**src/hdl/rfalu_pkg.sv**
```systemverilog
// Shared constants, opcode codes, types and helpers for the R-type ALU with register file.
package rfalu_pkg;

   localparam int NUM_REGS    = 32;
   localparam int DATA_WIDTH  = 32;
   localparam int ADDR_W      = (NUM_REGS > 1) ? $clog2(NUM_REGS) : 1;
   localparam int IDX_W       = 5;
   localparam int OPC_W       = 4;
   localparam int OUT_W       = 32;
   localparam int QUEUE_DEPTH = 4;
   localparam int QPTR_W      = $clog2(QUEUE_DEPTH);
   localparam int QCNT_W      = $clog2(QUEUE_DEPTH + 1);

   localparam logic [OPC_W-1:0] OPC_ADD   = 4'd0;
   localparam logic [OPC_W-1:0] OPC_SUB   = 4'd1;
   localparam logic [OPC_W-1:0] OPC_AND   = 4'd2;
   localparam logic [OPC_W-1:0] OPC_OR    = 4'd3;
   localparam logic [OPC_W-1:0] OPC_XOR   = 4'd4;
   localparam logic [OPC_W-1:0] OPC_NOR   = 4'd5;
   localparam logic [OPC_W-1:0] OPC_NAND  = 4'd6;
   localparam logic [OPC_W-1:0] OPC_SLT   = 4'd7;
   localparam logic [OPC_W-1:0] OPC_SLL   = 4'd8;
   localparam logic [OPC_W-1:0] OPC_SRL   = 4'd9;
   localparam logic [OPC_W-1:0] OPC_SRA   = 4'd10;
   localparam logic [OPC_W-1:0] OPC_JR    = 4'd11;
   localparam logic [OPC_W-1:0] OPC_WRITE = 4'd12;

   typedef enum logic [3:0] {
      FN_ADD, FN_SUB, FN_AND, FN_OR, FN_XOR, FN_NOR, FN_NAND,
      FN_SLT, FN_SLL, FN_SRL, FN_SRA, FN_JR, FN_WRITE, FN_NOP
   } fn_type;

   typedef logic [DATA_WIDTH-1:0] word_type;

   typedef struct packed {
      fn_type             fn;
      logic               wr;
      logic               a_ok;
      logic               b_ok;
      logic [IDX_W-1:0]   src_a;
      logic [IDX_W-1:0]   src_b;
      logic [IDX_W-1:0]   dest;
      logic [IDX_W-1:0]   shamt;
      logic [OUT_W-1:0]   load;
   } uop_type;

   function automatic logic in_range(input logic [IDX_W-1:0] idx);
      return int'(idx) < NUM_REGS;
   endfunction

endpackage

```
**src/hdl/rtype_alu_with_register_file.sv**
```systemverilog
// An accepted request beat moves from a queue slot to the execute register and then to
// the response register; a response stall can hold it at each of them.
// Throughput: one instruction per cycle while rsp_ready holds; one register file write
// and two registered reads a cycle, and the retiring write is bypassed to the next read.
// A 4-entry micro-op queue parts request acceptance from execution and response stalls.
// Synchronous reset empties the queue and pipeline and marks every register unwritten,
// so all registers read zero right after reset; no clearing pass is needed.
module rtype_alu_with_register_file (
   input  logic                           clock,
   input  logic                           reset,
   input  logic                           req_valid,
   output logic                           req_ready,
   input  logic [rfalu_pkg::OPC_W-1:0]    req_opcode,
   input  logic [rfalu_pkg::IDX_W-1:0]    req_src_a_index,
   input  logic [rfalu_pkg::IDX_W-1:0]    req_src_b_index,
   input  logic [rfalu_pkg::IDX_W-1:0]    req_dest_index,
   input  logic [rfalu_pkg::IDX_W-1:0]    req_shift_amount,
   input  logic [rfalu_pkg::OUT_W-1:0]    req_load_value,
   output logic                           rsp_valid,
   input  logic                           rsp_ready,
   output logic                           rsp_write_enable,
   output logic [rfalu_pkg::IDX_W-1:0]    rsp_write_index,
   output logic [rfalu_pkg::OUT_W-1:0]    rsp_write_value,
   output logic                           rsp_overflow,
   output logic                           rsp_jump_taken,
   output logic [rfalu_pkg::OUT_W-1:0]    rsp_jump_target
);

   logic               dec_valid, dec_ready;
   rfalu_pkg::uop_type dec_uop;
   logic               iss_valid, iss_ready;
   rfalu_pkg::uop_type iss_uop;

   rfalu_front u_front (
      .req_valid        (req_valid),
      .req_ready        (req_ready),
      .req_opcode       (req_opcode),
      .req_src_a_index  (req_src_a_index),
      .req_src_b_index  (req_src_b_index),
      .req_dest_index   (req_dest_index),
      .req_shift_amount (req_shift_amount),
      .req_load_value   (req_load_value),
      .uop_valid        (dec_valid),
      .uop_ready        (dec_ready),
      .uop              (dec_uop)
   );

   rfalu_queue u_queue (
      .clock      (clock),
      .reset      (reset),
      .push_valid (dec_valid),
      .push_ready (dec_ready),
      .push_uop   (dec_uop),
      .pop_valid  (iss_valid),
      .pop_ready  (iss_ready),
      .pop_uop    (iss_uop)
   );

   rfalu_back u_back (
      .clock            (clock),
      .reset            (reset),
      .issue_valid      (iss_valid),
      .issue_ready      (iss_ready),
      .issue_uop        (iss_uop),
      .rsp_valid        (rsp_valid),
      .rsp_ready        (rsp_ready),
      .rsp_write_enable (rsp_write_enable),
      .rsp_write_index  (rsp_write_index),
      .rsp_write_value  (rsp_write_value),
      .rsp_overflow     (rsp_overflow),
      .rsp_jump_taken   (rsp_jump_taken),
      .rsp_jump_target  (rsp_jump_target)
   );

endmodule

```
**src/hdl/rfalu_ram.sv**
```systemverilog
// Generic single-write, dual-read RAM with registered read data.
module rfalu_ram #(
   parameter int WIDTH = 32,
   parameter int DEPTH = 32
) (
   input  logic                     clock,
   input  logic                     wr_en,
   input  logic [$clog2(DEPTH)-1:0] wr_addr,
   input  logic [WIDTH-1:0]         wr_data,
   input  logic                     rd_en,
   input  logic [$clog2(DEPTH)-1:0] rd_addr_a,
   input  logic [$clog2(DEPTH)-1:0] rd_addr_b,
   output logic [WIDTH-1:0]         rd_data_a,
   output logic [WIDTH-1:0]         rd_data_b
);

   logic [WIDTH-1:0] mem_ff [DEPTH];
   logic [WIDTH-1:0] rd_a_ff;
   logic [WIDTH-1:0] rd_b_ff;

   // Read returns the old word when the same address is written in that cycle.
   always_ff @(posedge clock) begin
      if (wr_en) begin
         mem_ff[wr_addr] <= wr_data;
      end
      if (rd_en) begin
         rd_a_ff <= mem_ff[rd_addr_a];
         rd_b_ff <= mem_ff[rd_addr_b];
      end
   end

   assign rd_data_a = rd_a_ff;
   assign rd_data_b = rd_b_ff;

endmodule

```
**src/hdl/rfalu_front.sv**
```systemverilog
// Front end: takes request beats and decodes them into micro-ops for the queue.
module rfalu_front (
   input  logic                           req_valid,
   output logic                           req_ready,
   input  logic [rfalu_pkg::OPC_W-1:0]    req_opcode,
   input  logic [rfalu_pkg::IDX_W-1:0]    req_src_a_index,
   input  logic [rfalu_pkg::IDX_W-1:0]    req_src_b_index,
   input  logic [rfalu_pkg::IDX_W-1:0]    req_dest_index,
   input  logic [rfalu_pkg::IDX_W-1:0]    req_shift_amount,
   input  logic [rfalu_pkg::OUT_W-1:0]    req_load_value,
   output logic                           uop_valid,
   input  logic                           uop_ready,
   output rfalu_pkg::uop_type             uop
);

   rfalu_pkg::fn_type fn;

   always_comb begin
      unique case (req_opcode)
         rfalu_pkg::OPC_ADD:   fn = rfalu_pkg::FN_ADD;
         rfalu_pkg::OPC_SUB:   fn = rfalu_pkg::FN_SUB;
         rfalu_pkg::OPC_AND:   fn = rfalu_pkg::FN_AND;
         rfalu_pkg::OPC_OR:    fn = rfalu_pkg::FN_OR;
         rfalu_pkg::OPC_XOR:   fn = rfalu_pkg::FN_XOR;
         rfalu_pkg::OPC_NOR:   fn = rfalu_pkg::FN_NOR;
         rfalu_pkg::OPC_NAND:  fn = rfalu_pkg::FN_NAND;
         rfalu_pkg::OPC_SLT:   fn = rfalu_pkg::FN_SLT;
         rfalu_pkg::OPC_SLL:   fn = rfalu_pkg::FN_SLL;
         rfalu_pkg::OPC_SRL:   fn = rfalu_pkg::FN_SRL;
         rfalu_pkg::OPC_SRA:   fn = rfalu_pkg::FN_SRA;
         rfalu_pkg::OPC_JR:    fn = rfalu_pkg::FN_JR;
         rfalu_pkg::OPC_WRITE: fn = rfalu_pkg::FN_WRITE;
         default:              fn = rfalu_pkg::FN_NOP;
      endcase
   end

   always_comb begin
      uop.fn    = fn;
      // Drop the write for jr, unused codes and destinations past the file.
      uop.wr    = (fn != rfalu_pkg::FN_JR) && (fn != rfalu_pkg::FN_NOP) &&
                  rfalu_pkg::in_range(req_dest_index);
      uop.a_ok  = rfalu_pkg::in_range(req_src_a_index);
      uop.b_ok  = rfalu_pkg::in_range(req_src_b_index);
      uop.src_a = req_src_a_index;
      uop.src_b = req_src_b_index;
      uop.dest  = req_dest_index;
      uop.shamt = req_shift_amount;
      uop.load  = req_load_value;
   end

   assign uop_valid = req_valid;
   assign req_ready = uop_ready;

endmodule

```
**src/hdl/rfalu_queue.sv**
```systemverilog
// Short FIFO of decoded micro-ops between the front end and the execute back end.
module rfalu_queue (
   input  logic               clock,
   input  logic               reset,
   input  logic               push_valid,
   output logic               push_ready,
   input  rfalu_pkg::uop_type push_uop,
   output logic               pop_valid,
   input  logic               pop_ready,
   output rfalu_pkg::uop_type pop_uop
);

   rfalu_pkg::uop_type                 slot_ff [rfalu_pkg::QUEUE_DEPTH];
   logic [rfalu_pkg::QPTR_W-1:0]       wptr_ff, wptr_in;
   logic [rfalu_pkg::QPTR_W-1:0]       rptr_ff, rptr_in;
   logic [rfalu_pkg::QCNT_W-1:0]       count_ff, count_in;
   logic                               push_fire;
   logic                               pop_fire;

   assign push_ready = count_ff != rfalu_pkg::QCNT_W'(rfalu_pkg::QUEUE_DEPTH);
   assign pop_valid  = count_ff != '0;
   assign pop_uop    = slot_ff[rptr_ff];
   assign push_fire  = push_valid && push_ready;
   assign pop_fire   = pop_valid && pop_ready;

   always_comb begin
      wptr_in  = wptr_ff;
      rptr_in  = rptr_ff;
      count_in = count_ff;
      if (push_fire) begin
         wptr_in = wptr_ff + 1'b1;
      end
      if (pop_fire) begin
         rptr_in = rptr_ff + 1'b1;
      end
      if (push_fire && !pop_fire) begin
         count_in = count_ff + 1'b1;
      end else if (pop_fire && !push_fire) begin
         count_in = count_ff - 1'b1;
      end
   end

   always_ff @(posedge clock) begin
      if (reset) begin
         wptr_ff  <= '0;
         rptr_ff  <= '0;
         count_ff <= '0;
      end else begin
         wptr_ff  <= wptr_in;
         rptr_ff  <= rptr_in;
         count_ff <= count_in;
      end
   end

   always_ff @(posedge clock) begin
      if (push_fire) begin
         slot_ff[wptr_ff] <= push_uop;
      end
   end

endmodule

```
**src/hdl/rfalu_back.sv**
```systemverilog
// Back end: register file read, ALU execute with write-back bypass, and result register.
module rfalu_back (
   input  logic                           clock,
   input  logic                           reset,
   input  logic                           issue_valid,
   output logic                           issue_ready,
   input  rfalu_pkg::uop_type             issue_uop,
   output logic                           rsp_valid,
   input  logic                           rsp_ready,
   output logic                           rsp_write_enable,
   output logic [rfalu_pkg::IDX_W-1:0]    rsp_write_index,
   output logic [rfalu_pkg::OUT_W-1:0]    rsp_write_value,
   output logic                           rsp_overflow,
   output logic                           rsp_jump_taken,
   output logic [rfalu_pkg::OUT_W-1:0]    rsp_jump_target
);

   localparam int DW = rfalu_pkg::DATA_WIDTH;

   logic                              ex_valid_ff, ex_valid_in;
   rfalu_pkg::uop_type                ex_uop_ff;
   logic [rfalu_pkg::NUM_REGS-1:0]    reg_valid_ff, reg_valid_in;
   logic                              a_init_ff, b_init_ff;
   logic                              byp_valid_ff, byp_valid_in;
   logic [rfalu_pkg::IDX_W-1:0]       byp_idx_ff;
   rfalu_pkg::word_type               byp_data_ff;
   logic                              rsp_valid_ff, rsp_valid_in;
   logic                              rsp_we_ff;
   logic [rfalu_pkg::IDX_W-1:0]       rsp_idx_ff;
   logic [rfalu_pkg::OUT_W-1:0]       rsp_val_ff;
   logic                              rsp_ovf_ff;
   logic                              rsp_jmp_ff;
   logic [rfalu_pkg::OUT_W-1:0]       rsp_tgt_ff;

   logic                              issue_fire;
   logic                              ex_fire;
   logic                              ex_we;
   logic [rfalu_pkg::ADDR_W-1:0]      wr_addr;
   logic [rfalu_pkg::ADDR_W-1:0]      rd_addr_a;
   logic [rfalu_pkg::ADDR_W-1:0]      rd_addr_b;
   rfalu_pkg::word_type               ram_a, ram_b;
   rfalu_pkg::word_type               opa, opb;
   rfalu_pkg::word_type               sum, diff, result;
   logic                              ovf;

   assign ex_fire     = ex_valid_ff && (!rsp_valid_ff || rsp_ready);
   assign issue_ready = !ex_valid_ff || ex_fire;
   assign issue_fire  = issue_valid && issue_ready;
   assign ex_we       = ex_fire && ex_uop_ff.wr;
   assign wr_addr     = rfalu_pkg::ADDR_W'(ex_uop_ff.dest);
   assign rd_addr_a   = rfalu_pkg::ADDR_W'(issue_uop.src_a);
   assign rd_addr_b   = rfalu_pkg::ADDR_W'(issue_uop.src_b);

   rfalu_ram #(
      .WIDTH (DW),
      .DEPTH (rfalu_pkg::NUM_REGS)
   ) u_regfile (
      .clock     (clock),
      .wr_en     (ex_we),
      .wr_addr   (wr_addr),
      .wr_data   (result),
      .rd_en     (issue_fire),
      .rd_addr_a (rd_addr_a),
      .rd_addr_b (rd_addr_b),
      .rd_data_a (ram_a),
      .rd_data_b (ram_b)
   );

   // The read in the issue cycle misses the write retiring on the same edge: bypass it.
   always_comb begin
      if (!ex_uop_ff.a_ok) begin
         opa = '0;
      end else if (byp_valid_ff && (byp_idx_ff == ex_uop_ff.src_a)) begin
         opa = byp_data_ff;
      end else if (a_init_ff) begin
         opa = ram_a;
      end else begin
         opa = '0;
      end
      if (!ex_uop_ff.b_ok) begin
         opb = '0;
      end else if (byp_valid_ff && (byp_idx_ff == ex_uop_ff.src_b)) begin
         opb = byp_data_ff;
      end else if (b_init_ff) begin
         opb = ram_b;
      end else begin
         opb = '0;
      end
   end

   assign sum  = opa + opb;
   assign diff = opa - opb;

   always_comb begin
      result = '0;
      ovf    = 1'b0;
      case (ex_uop_ff.fn)
         rfalu_pkg::FN_ADD: begin
            result = sum;
            ovf    = (opa[DW-1] ^ sum[DW-1]) & (opb[DW-1] ^ sum[DW-1]);
         end
         rfalu_pkg::FN_SUB: begin
            result = diff;
            ovf    = (opa[DW-1] ^ opb[DW-1]) & (opa[DW-1] ^ diff[DW-1]);
         end
         rfalu_pkg::FN_AND:   result = opa & opb;
         rfalu_pkg::FN_OR:    result = opa | opb;
         rfalu_pkg::FN_XOR:   result = opa ^ opb;
         rfalu_pkg::FN_NOR:   result = ~(opa | opb);
         rfalu_pkg::FN_NAND:  result = ~(opa & opb);
         rfalu_pkg::FN_SLT:   result = DW'($signed(opa) < $signed(opb));
         rfalu_pkg::FN_SLL:   result = opb << ex_uop_ff.shamt;
         rfalu_pkg::FN_SRL:   result = opb >> ex_uop_ff.shamt;
         rfalu_pkg::FN_SRA:   result = $signed(opb) >>> ex_uop_ff.shamt;
         rfalu_pkg::FN_WRITE: result = DW'(ex_uop_ff.load);
         default:             result = '0;
      endcase
   end

   always_comb begin
      ex_valid_in  = ex_valid_ff;
      reg_valid_in = reg_valid_ff;
      byp_valid_in = byp_valid_ff;
      rsp_valid_in = rsp_valid_ff;
      if (rsp_valid_ff && rsp_ready) begin
         rsp_valid_in = 1'b0;
      end
      if (ex_fire) begin
         ex_valid_in  = 1'b0;
         rsp_valid_in = 1'b1;
      end
      if (issue_fire) begin
         ex_valid_in = 1'b1;
      end
      if (ex_we) begin
         reg_valid_in[wr_addr] = 1'b1;
         byp_valid_in          = 1'b1;
      end
   end

   always_ff @(posedge clock) begin
      if (reset) begin
         ex_valid_ff  <= 1'b0;
         reg_valid_ff <= '0;
         byp_valid_ff <= 1'b0;
         rsp_valid_ff <= 1'b0;
      end else begin
         ex_valid_ff  <= ex_valid_in;
         reg_valid_ff <= reg_valid_in;
         byp_valid_ff <= byp_valid_in;
         rsp_valid_ff <= rsp_valid_in;
      end
   end

   always_ff @(posedge clock) begin
      if (issue_fire) begin
         ex_uop_ff <= issue_uop;
         a_init_ff <= issue_uop.a_ok && reg_valid_ff[rd_addr_a];
         b_init_ff <= issue_uop.b_ok && reg_valid_ff[rd_addr_b];
      end
      if (ex_we) begin
         byp_idx_ff  <= ex_uop_ff.dest;
         byp_data_ff <= result;
      end
      if (ex_fire) begin
         rsp_we_ff  <= ex_uop_ff.wr;
         rsp_idx_ff <= ex_uop_ff.wr ? ex_uop_ff.dest : '0;
         rsp_val_ff <= ex_uop_ff.wr ? rfalu_pkg::OUT_W'(result) : '0;
         rsp_ovf_ff <= ovf;
         rsp_jmp_ff <= ex_uop_ff.fn == rfalu_pkg::FN_JR;
         rsp_tgt_ff <= (ex_uop_ff.fn == rfalu_pkg::FN_JR) ? rfalu_pkg::OUT_W'(opa) : '0;
      end
   end

   assign rsp_valid        = rsp_valid_ff;
   assign rsp_write_enable = rsp_we_ff;
   assign rsp_write_index  = rsp_idx_ff;
   assign rsp_write_value  = rsp_val_ff;
   assign rsp_overflow     = rsp_ovf_ff;
   assign rsp_jump_taken   = rsp_jmp_ff;
   assign rsp_jump_target  = rsp_tgt_ff;

endmodule

```
**config.mk**
```make
export PLATFORM = sky130hd
export DESIGN_NAME = rtype_alu_with_register_file
export DESIGN_NICKNAME = d
export VERILOG_FILES = /design/src/hdl/rfalu_pkg.sv /design/src/hdl/rtype_alu_with_register_file.sv /design/src/hdl/rfalu_ram.sv /design/src/hdl/rfalu_front.sv /design/src/hdl/rfalu_queue.sv /design/src/hdl/rfalu_back.sv
export SDC_FILE = /design/constraint.sdc
export NUM_CORES = 2
export LEC_CHECK = 0
export CAP_MARGIN = 20
export CORE_UTILIZATION = 60
export CTS_CLUSTER_SIZE = 25
export DETAILED_ROUTE_END_ITERATION = 10
export DONT_BUFFER_PORTS = 1
export HOLD_SLACK_MARGIN = 0.06
export PLACE_DENSITY = 0.77
export SYNTH_ARGS = -nofsm -noshare
export SYNTH_HDL_FRONTEND = slang
export SYNTH_SLANG_ARGS = --single-unit
```
**constraint.sdc**
```tcl
create_clock -name clock -period 19.6 [get_ports clock]
set_clock_uncertainty 0.2 [all_clocks]
set_input_delay 3.92 -clock clock [delete_from_list [all_inputs] [get_ports clock]]
set_output_delay 3.92 -clock clock [all_outputs]
set_load 0.05 [all_outputs]
```
==> Word-level counts from Yosys, hierarchy flattened <==
Memory sizes are Yosys's and may differ from the RTL's. A register that Yosys moved wholly into a read port is not among the register bits.
Cells that the tools add are included.
{ "word_totals": {"regBits": 212, "latchBits": 0, "mem_bits_rw": 1252, "romBits": 64, "input_bits": 60, "out_inout_bits": 74, "word_cells": 122, "n_memories": 3} }
{ "op_classes": {"add_sub_neg": 6, "n_mul": 0, "div": 0, "n_lt_le_gt_ge": 5, "eq_ne": 17, "n_shift": 3, "n_mux": 26, "bitwise": 12, "n_reduce_logical": 24} }
{ "memory_table": {"columns": ["name", "words", "width", "read_ports", "rd_clocked_by_memory_dff", "wr", "line_no", "rtl"], "rows": [
  ["u_back.u_regfile.mem_ff", 32, 32, 2, 2, 1, "rfalu_ram.sv:17", "logic [WIDTH-1:0] mem_ff [DEPTH];"],
  ["u_queue.slot_ff", 4, 57, 1, 1, 1, "rfalu_queue.sv:13", "rfalu_pkg::uop_type slot_ff [rfalu_pkg::QUEUE_DEPTH];"],
  ["(name not given)", 16, 4, 1, 0, 0, "rfalu_front.sv:19", "unique case (req_opcode)"]
]} }
{ "ops": {"columns": ["op", "n"], "rows": [
  ["case mux 32 bit (12 select lines)", 1],
  ["two-way mux 32 bit", 6],
  ["NOT 32 bit", 2],
  ["bitwise OR 32 bit", 2],
  ["adder 32 bit", 1],
  ["AND 32 bit", 1],
  ["< comparator 32 bit", 1],
  ["left shift 32 x 5 -> 32 bit", 1],
  [">> shifter 32 x 5 -> 32 bit", 1],
  [">>> shifter 32 x 5 -> 32 bit", 1],
  ["subtractor 32 bit", 1],
  ["XOR 32 bit", 1],
  ["== test 4 bit, second input constant", 5],
  ["< comparator 5 x 6 -> 1 bit, second input constant", 3],
  ["== test 4 x 3 -> 1 bit, second input constant", 4],
  ["logical AND 1 bit", 11],
  ["two-way mux 1 bit", 11],
  ["binary-select mux 1 bit (select 5 bit)", 2],
  ["== test 5 bit", 2],
  ["== test 4 x 2 -> 1 bit, second input constant", 2],
  ["!= test 4 bit, second input constant", 2],
  ["two-way mux 3 bit", 2],
  ["nonzero test 2 bit", 3],
  ["demux 1 bit (select 5 bit)", 1],
  ["15 further kinds", 26]
]} }

==> Longest topological paths before layout <==
{ "logic_depth": {"depth_word": 8, "ltp_mapped": 19, "ltp_nobuf": 17} }

==> By module <==
A second synthesis with hierarchy kept.
{ "hier_totals": {"cells_unflattened": 6367, "area_unflattened_um2": 80234.5} }
{ "by_module_without_submodules": {"columns": ["module", "n_inst", "cells_each", "area_each_um2", "seq_area_each_um2"], "rows": [
  ["rfalu_ram", 1, 3450, 50711.1, 32671.3],
  ["rfalu_back", 1, 2497, 20060.5, 5805.6],
  ["rfalu_queue", 1, 357, 8992.4, 7267.0],
  ["rfalu_front", 1, 63, 470.5, 0.0]
]} }

==> Worst setup path after synthesis <==
OpenSTA, ideal clock, no wires.
{ "synth_timing": {"path_type": "input port to flip-flop", "from": "input rsp_ready", "to": "register u_queue.count_ff[2] (netlist name)", "setup_time_ns": 0.070, "t_arrival_ns": 11.450, "required_time_ns": 19.330, "slack_ns": 7.879, "cell_stages": 9, "n_path_buf": 0, "path_cell_list": "nor2b_1 -> a21oi_1 -> inv_1 -> ha_1 -> inv_1 -> fa_1 -> xor2_1 -> or3_1 -> a21oi_1"} }
{ "synth_via": {"elab_chain_cells": 7, "elab_cells_between_ends": 9, "cone_classes": "mux (1); reduce/logical (8)"} }
{ "synth_rtl": {"columns": ["element", "line_no", "rtl"], "rows": [
  ["from (decl)", "rtype_alu_with_register_file.sv:20", "input logic rsp_ready,"],
  ["logical OR 1 bit (*)", "rfalu_back.sv:46", "assign ex_fire = ex_valid_ff && (!rsp_valid_ff || rsp_ready);"],
  ["logical AND 1 bit (*)", "rfalu_back.sv:46", null],
  ["logical OR 1 bit (*)", "rfalu_back.sv:47", "assign issue_ready = !ex_valid_ff || ex_fire;"],
  ["logical AND 1 bit (*)", "rfalu_queue.sv:24", "assign pop_fire = pop_valid && pop_ready;"],
  ["zero test 1 bit", "rfalu_queue.sv:36", "if (push_fire && !pop_fire) begin"],
  ["logical AND 1 bit", "rfalu_queue.sv:36", null],
  ["two-way mux 3 bit or nonzero test 2 bit (tied branches)", null, null],
  ["to (signal assigned)", "rfalu_queue.sv:51", "count_ff <= count_in;"],
  ["to (decl)", "rfalu_queue.sv:16", "logic [rfalu_pkg::QCNT_W-1:0] count_ff, count_in;"]
]} }
Mark *: on every way between the ends. The rest lies on a longest branch, timed or not.
A chain may end at the register's enable or synchronous reset.

==> Worst setup path in the final report <==
{ "layout_timing": {"from": "register u_back.byp_idx_ff[2] (netlist name)", "to": "register u_back.byp_data_ff[29], data pin"} }
{ "layout_via": {"elab_chain_cells": 7, "elab_cells_between_ends": 19, "cone_classes": "add/sub (2); eq/ne (2); shift (3); mux (5); bitwise (5); reduce/logical (2)"} }
{ "layout_rtl": {"columns": ["element", "line_no", "rtl"], "rows": [
  ["from (decl)", "rfalu_back.sv:25", "logic [rfalu_pkg::IDX_W-1:0] byp_idx_ff;"],
  ["from (signal assigned)", "rfalu_back.sv:162", "byp_idx_ff <= ex_uop_ff.dest;"],
  ["parallel branches: the longest is 6 deep, another holds subtractor 32 bit", null, null],
  ["case mux 32 bit (12 select lines) (*)", "rfalu_back.sv:97", "case (ex_uop_ff.fn)"],
  ["named net u_back.result[29]", "rfalu_back.sv:43", "rfalu_pkg::word_type sum, diff, result;"],
  ["to (signal assigned)", "rfalu_back.sv:163", "byp_data_ff <= result;"],
  ["to (decl)", "rfalu_back.sv:26", "rfalu_pkg::word_type byp_data_ff;"]
]} }
Mark *: on every way through the listed nets, which the timed path passes.

==> results_dict.tcl <==
set metrics [dict create \
    status "finished, final reports clean" \
    p_leak_nw 27.8 \
    clockPowerShare_pct 17.6 \
    intPower_mw 9.79 \
    drt-initial-drc-count 8624 \
    endpoint_kind "register" \
    via_per_inst 7.94 \
    cts_hold_buf 0 \
    cp_slowest_cell "nand3_2" \
    cts_tree "yes" \
    first_global_vias 50100 \
    start_kind "register" \
    area_growth_pct 9.88 \
    synth-compound-area-share_pct 6.82 \
    yosysTopAreaCell "edfxtp_1" \
    cap_violations 0 \
    initial_core_util_pct 60.5 \
    die_y_um 361 \
    clock-sinks 1528 \
    rows 131 \
    yosys.area_share.simple_pct 5.10 \
    die_x_um 361 \
    synthFlopType "edfxtp_1" \
    hold_slack_ns 0.295 \
    synthDistinctLibCells 104 \
    hpwl_um 170000 \
    cp_slowest_stage_delay_ns 0.86 \
    synthAdderAreaFrac_pct 1.76 \
    h-tree-depth 4 \
    gp_congestion 1.06 \
    vias 51100 \
    period_needed_ns 6.85 \
    yosysTopAreaCellShare_pct 57.7 \
    seq_area_frac_synth_pct 58.9 \
    crit_chain "xnor2_1 > and4_4 > nand2_8 > mux2i_2 > ha_1 > or4b_2 > o211ai_1 > a21oi_1 > nor4_2 > o2111ai_1 > a41oi_1 > nand3_2" \
    drt-pass1-iter-count 6 \
    synth_area_per_cell_um2 16.6 \
    multi_input_area_um2 30300 \
    grt_first_pass_wirelength_um 383000 \
    syn_inst 4650 \
    grt_max_degree 85 \
    finalHoldViolCount 0 \
    pre_cts_ws_ns 12.44 \
    drt_wl_total_um 272000 \
    crit_path_max_fanout 49 \
    die_area_um2 130000 \
    swShare_pct 42.9 \
    synthMuxAreaShare_pct 24.7 \
    synth_top_family_by_area "multiplexers" \
    fin_setup_tns_ns 0 \
    yosys_warnings 0 \
    grt_antenna_before_repair 19 \
    tightest_slew_ns 1.21 \
    drtAntennaViolNets 0 \
    clkSlewWorstSetupHoldPaths_ns 0.06 \
    cts_made_buffers 153 \
    core_area_um2 128000 \
    power.density_nw_per_um2 202 \
    async_flop_share_pct 0 \
    p_seq_share_pct 32.8 \
    cp.arrival_ns 6.81 \
    ys_ff_latch 1528 \
    synth_area_leaders "edfxtp_1 58%, mux4_2 23%, ha_1 1.7%, nor2_1 1.6%, mux2_2 1.3%" \
    clock.fmax_ghz 0.146 \
    pin_count 134 \
    nets 4803 \
    fin_ws_ns 12.75 \
    drive_gt1_share_pct 28.8 \
    hp-class "reg2reg" \
    synth-edff-count 1484 \
    vdd_ir_drop_max_mv 0.184 \
    max_slew_margin_pct 19.3 \
    synth-xor-area-share_pct 0.327 \
    nFillCells 8083 \
    postCtsSetupBuffers 0 \
    wl_per_cell_um 42.3 \
    synthesis.area_um2 77200 \
    io_buffers 0 \
    grt.overflow.total 0 \
    p_comb_share_pct 49.6 \
    p_switching_mw 7.36 \
    final_core_util_pct 66.5 \
    regArea_um2 45400 \
    grt_util_all_layers_pct 42.1 \
    setup_violations 0 \
    clock_latency_ns 0.83 \
    path_class "reg2reg" \
    cts-resized-gates 0 \
    synth_nets 4816 \
    required_ns 19.56 \
    min_period_over_period_pct 35.0 \
    root_buffer "clkbuf_16" \
    maxSlewViolCount 0 \
    clock_path_buffers 3 \
    drc 0 \
    rsz0062_at_grt "false" \
]
layer usage:
| layer | routed length (um) | share of wire [%] | global-route usage [%] |
|---|---|---|---|
| met3 | 34000 | 12 | 10.6 |
| met4 | 20400 | 7.5 | 26.3 |
| met5 | 120 | 0.044 | 0 |
| met2 | 126000 | 46 | 64.5 |
| met1 | 91200 | 34 | 54.4 |
worst max-delay path, delay by kind of cell (launching register included):
family / cells / cell delay (ns)
AND/OR/NAND/NOR: 5 / 3.16
AO/OA/AOI/OAI: 4 / 1.01
multiplexers: 1 / 0.63
adder cells (fa/ha/maj): 1 / 0.49
flip-flops: 1 / 0.45
XOR/XNOR: 1 / 0.22
sequential cells by signal (all words and copies together) (netlist names), 2 cells and up, named ones only:
signal,cells
u_back.u_regfile.mem_ff,1024
u_queue.slot_ff,228
u_back.ex_uop_ff,52
u_back.byp_data_ff,32
u_back.reg_valid_ff,32
u_back.rsp_jump_target,32
u_back.rsp_write_value,32
u_back.u_regfile.rd_data_a,32
u_back.u_regfile.rd_data_b,32
u_back.byp_idx_ff,5
u_back.rsp_write_index,5
u_back.wr_addr,5
u_queue.count_ff,3
u_queue.rptr_ff,2
u_queue.wptr_ff,2
cell usage after synthesis (44+ instances only):
library cell / count
mux2_2: 91
and3_1: 49
nor2_1: 327
clkbuf_1: 217
inv_1: 124
nand3_1: 56
edfxtp_1: 1484
a21oi_1: 178
nor3_1: 51
ha_1: 103
buf_1: 92
mux4_2: 780
nand2_1: 179
o21ai_0: 121
mux2i_1: 46
dfxtp_1: 44
final cells by class:
| type | instances | share of cell area [%] |
|---|---|---|
| Clock buffer | 202 | 4.87 |
| Inverter | 127 | 0.562 |
| Clock inverter | 80 | 1.13 |
| Antenna cell | 3 | 0.00885 |
| Timing Repair Buffer | 174 | 1.69 |
| Multi-Input combinational cell | 2653 | 35.7 |
| Tap cell | 1662 | 2.45 |
| Sequential cell | 1528 | 53.6 |
metrics by stage:
stage	power [mW]	std cells	area, um2
floorplan	10.6	4650	77200
global placement	13.6	6136	79500
detailed placement	13.7	6138	79600
CTS	16.8	6420	84700
global route	17.5	6426	84800
finish	17.2	6429	84800
final timing paths:
| kind | cells after the start | startpoint | endpoint | slack, ns |
|---|---|---|---|---|
| hold / removal | 2 | u_back.reg_valid_ff[14]$_SDFFE_PP0P_ | u_back.reg_valid_ff[14]$_SDFFE_PP0P_ | 0.30 |
| hold reg to reg | 2 | u_back.reg_valid_ff[14]$_SDFFE_PP0P_ | u_back.reg_valid_ff[14]$_SDFFE_PP0P_ | 0.30 |
| setup reg to reg | 12 | u_back.byp_idx_ff[2]$_DFFE_PP_ | u_back.byp_data_ff[29]$_DFFE_PP_ | 12.75 |
| setup / recovery | 12 | u_back.byp_idx_ff[2]$_DFFE_PP_ | u_back.byp_data_ff[29]$_DFFE_PP_ | 12.75 |
power by group through the flow:
stage / registers [mW] / clock network, mW / logic (mW)
floorplan: 5.57 / 0 / 4.98
global placement: 5.68 / 0 / 7.97
detailed placement: 5.68 / 0 / 8.05
CTS: 5.63 / 3.03 / 8.15
global route: 5.63 / 3.14 / 8.73
finish: 5.62 / 3.02 / 8.51
cell usage in the layout, fill, tap and decap left out, types with 37 or more instances in the layout:
| master | count |
|---|---|
| a22oi_1 | 37 |
| clkbuf_16 | 156 |
| o21ai_0 | 119 |
| and3_1 | 44 |
| nor2_1 | 295 |
| a21o_1 | 39 |
| nor3_1 | 48 |
| inv_1 | 122 |
| edfxtp_1 | 1484 |
| buf_4 | 165 |
| o211ai_1 | 38 |
| a21oi_1 | 177 |
| mux4_2 | 772 |
| ha_1 | 103 |
| mux2_2 | 91 |
| dfxtp_1 | 42 |
| mux2i_1 | 46 |
| nand3_1 | 54 |
| nand2_1 | 179 |
| clkbuf_1 | 41 |
| and2_1 | 41 |
kinds of logic after synthesis:
family | count (synthesis)
mux | 918
simple gates | 838
fa+ha+maj | 107
xor+xnor | 28
buf+inv | 469
flops | 1528
compound gates | 762
(Power assumes the default switching activity.)
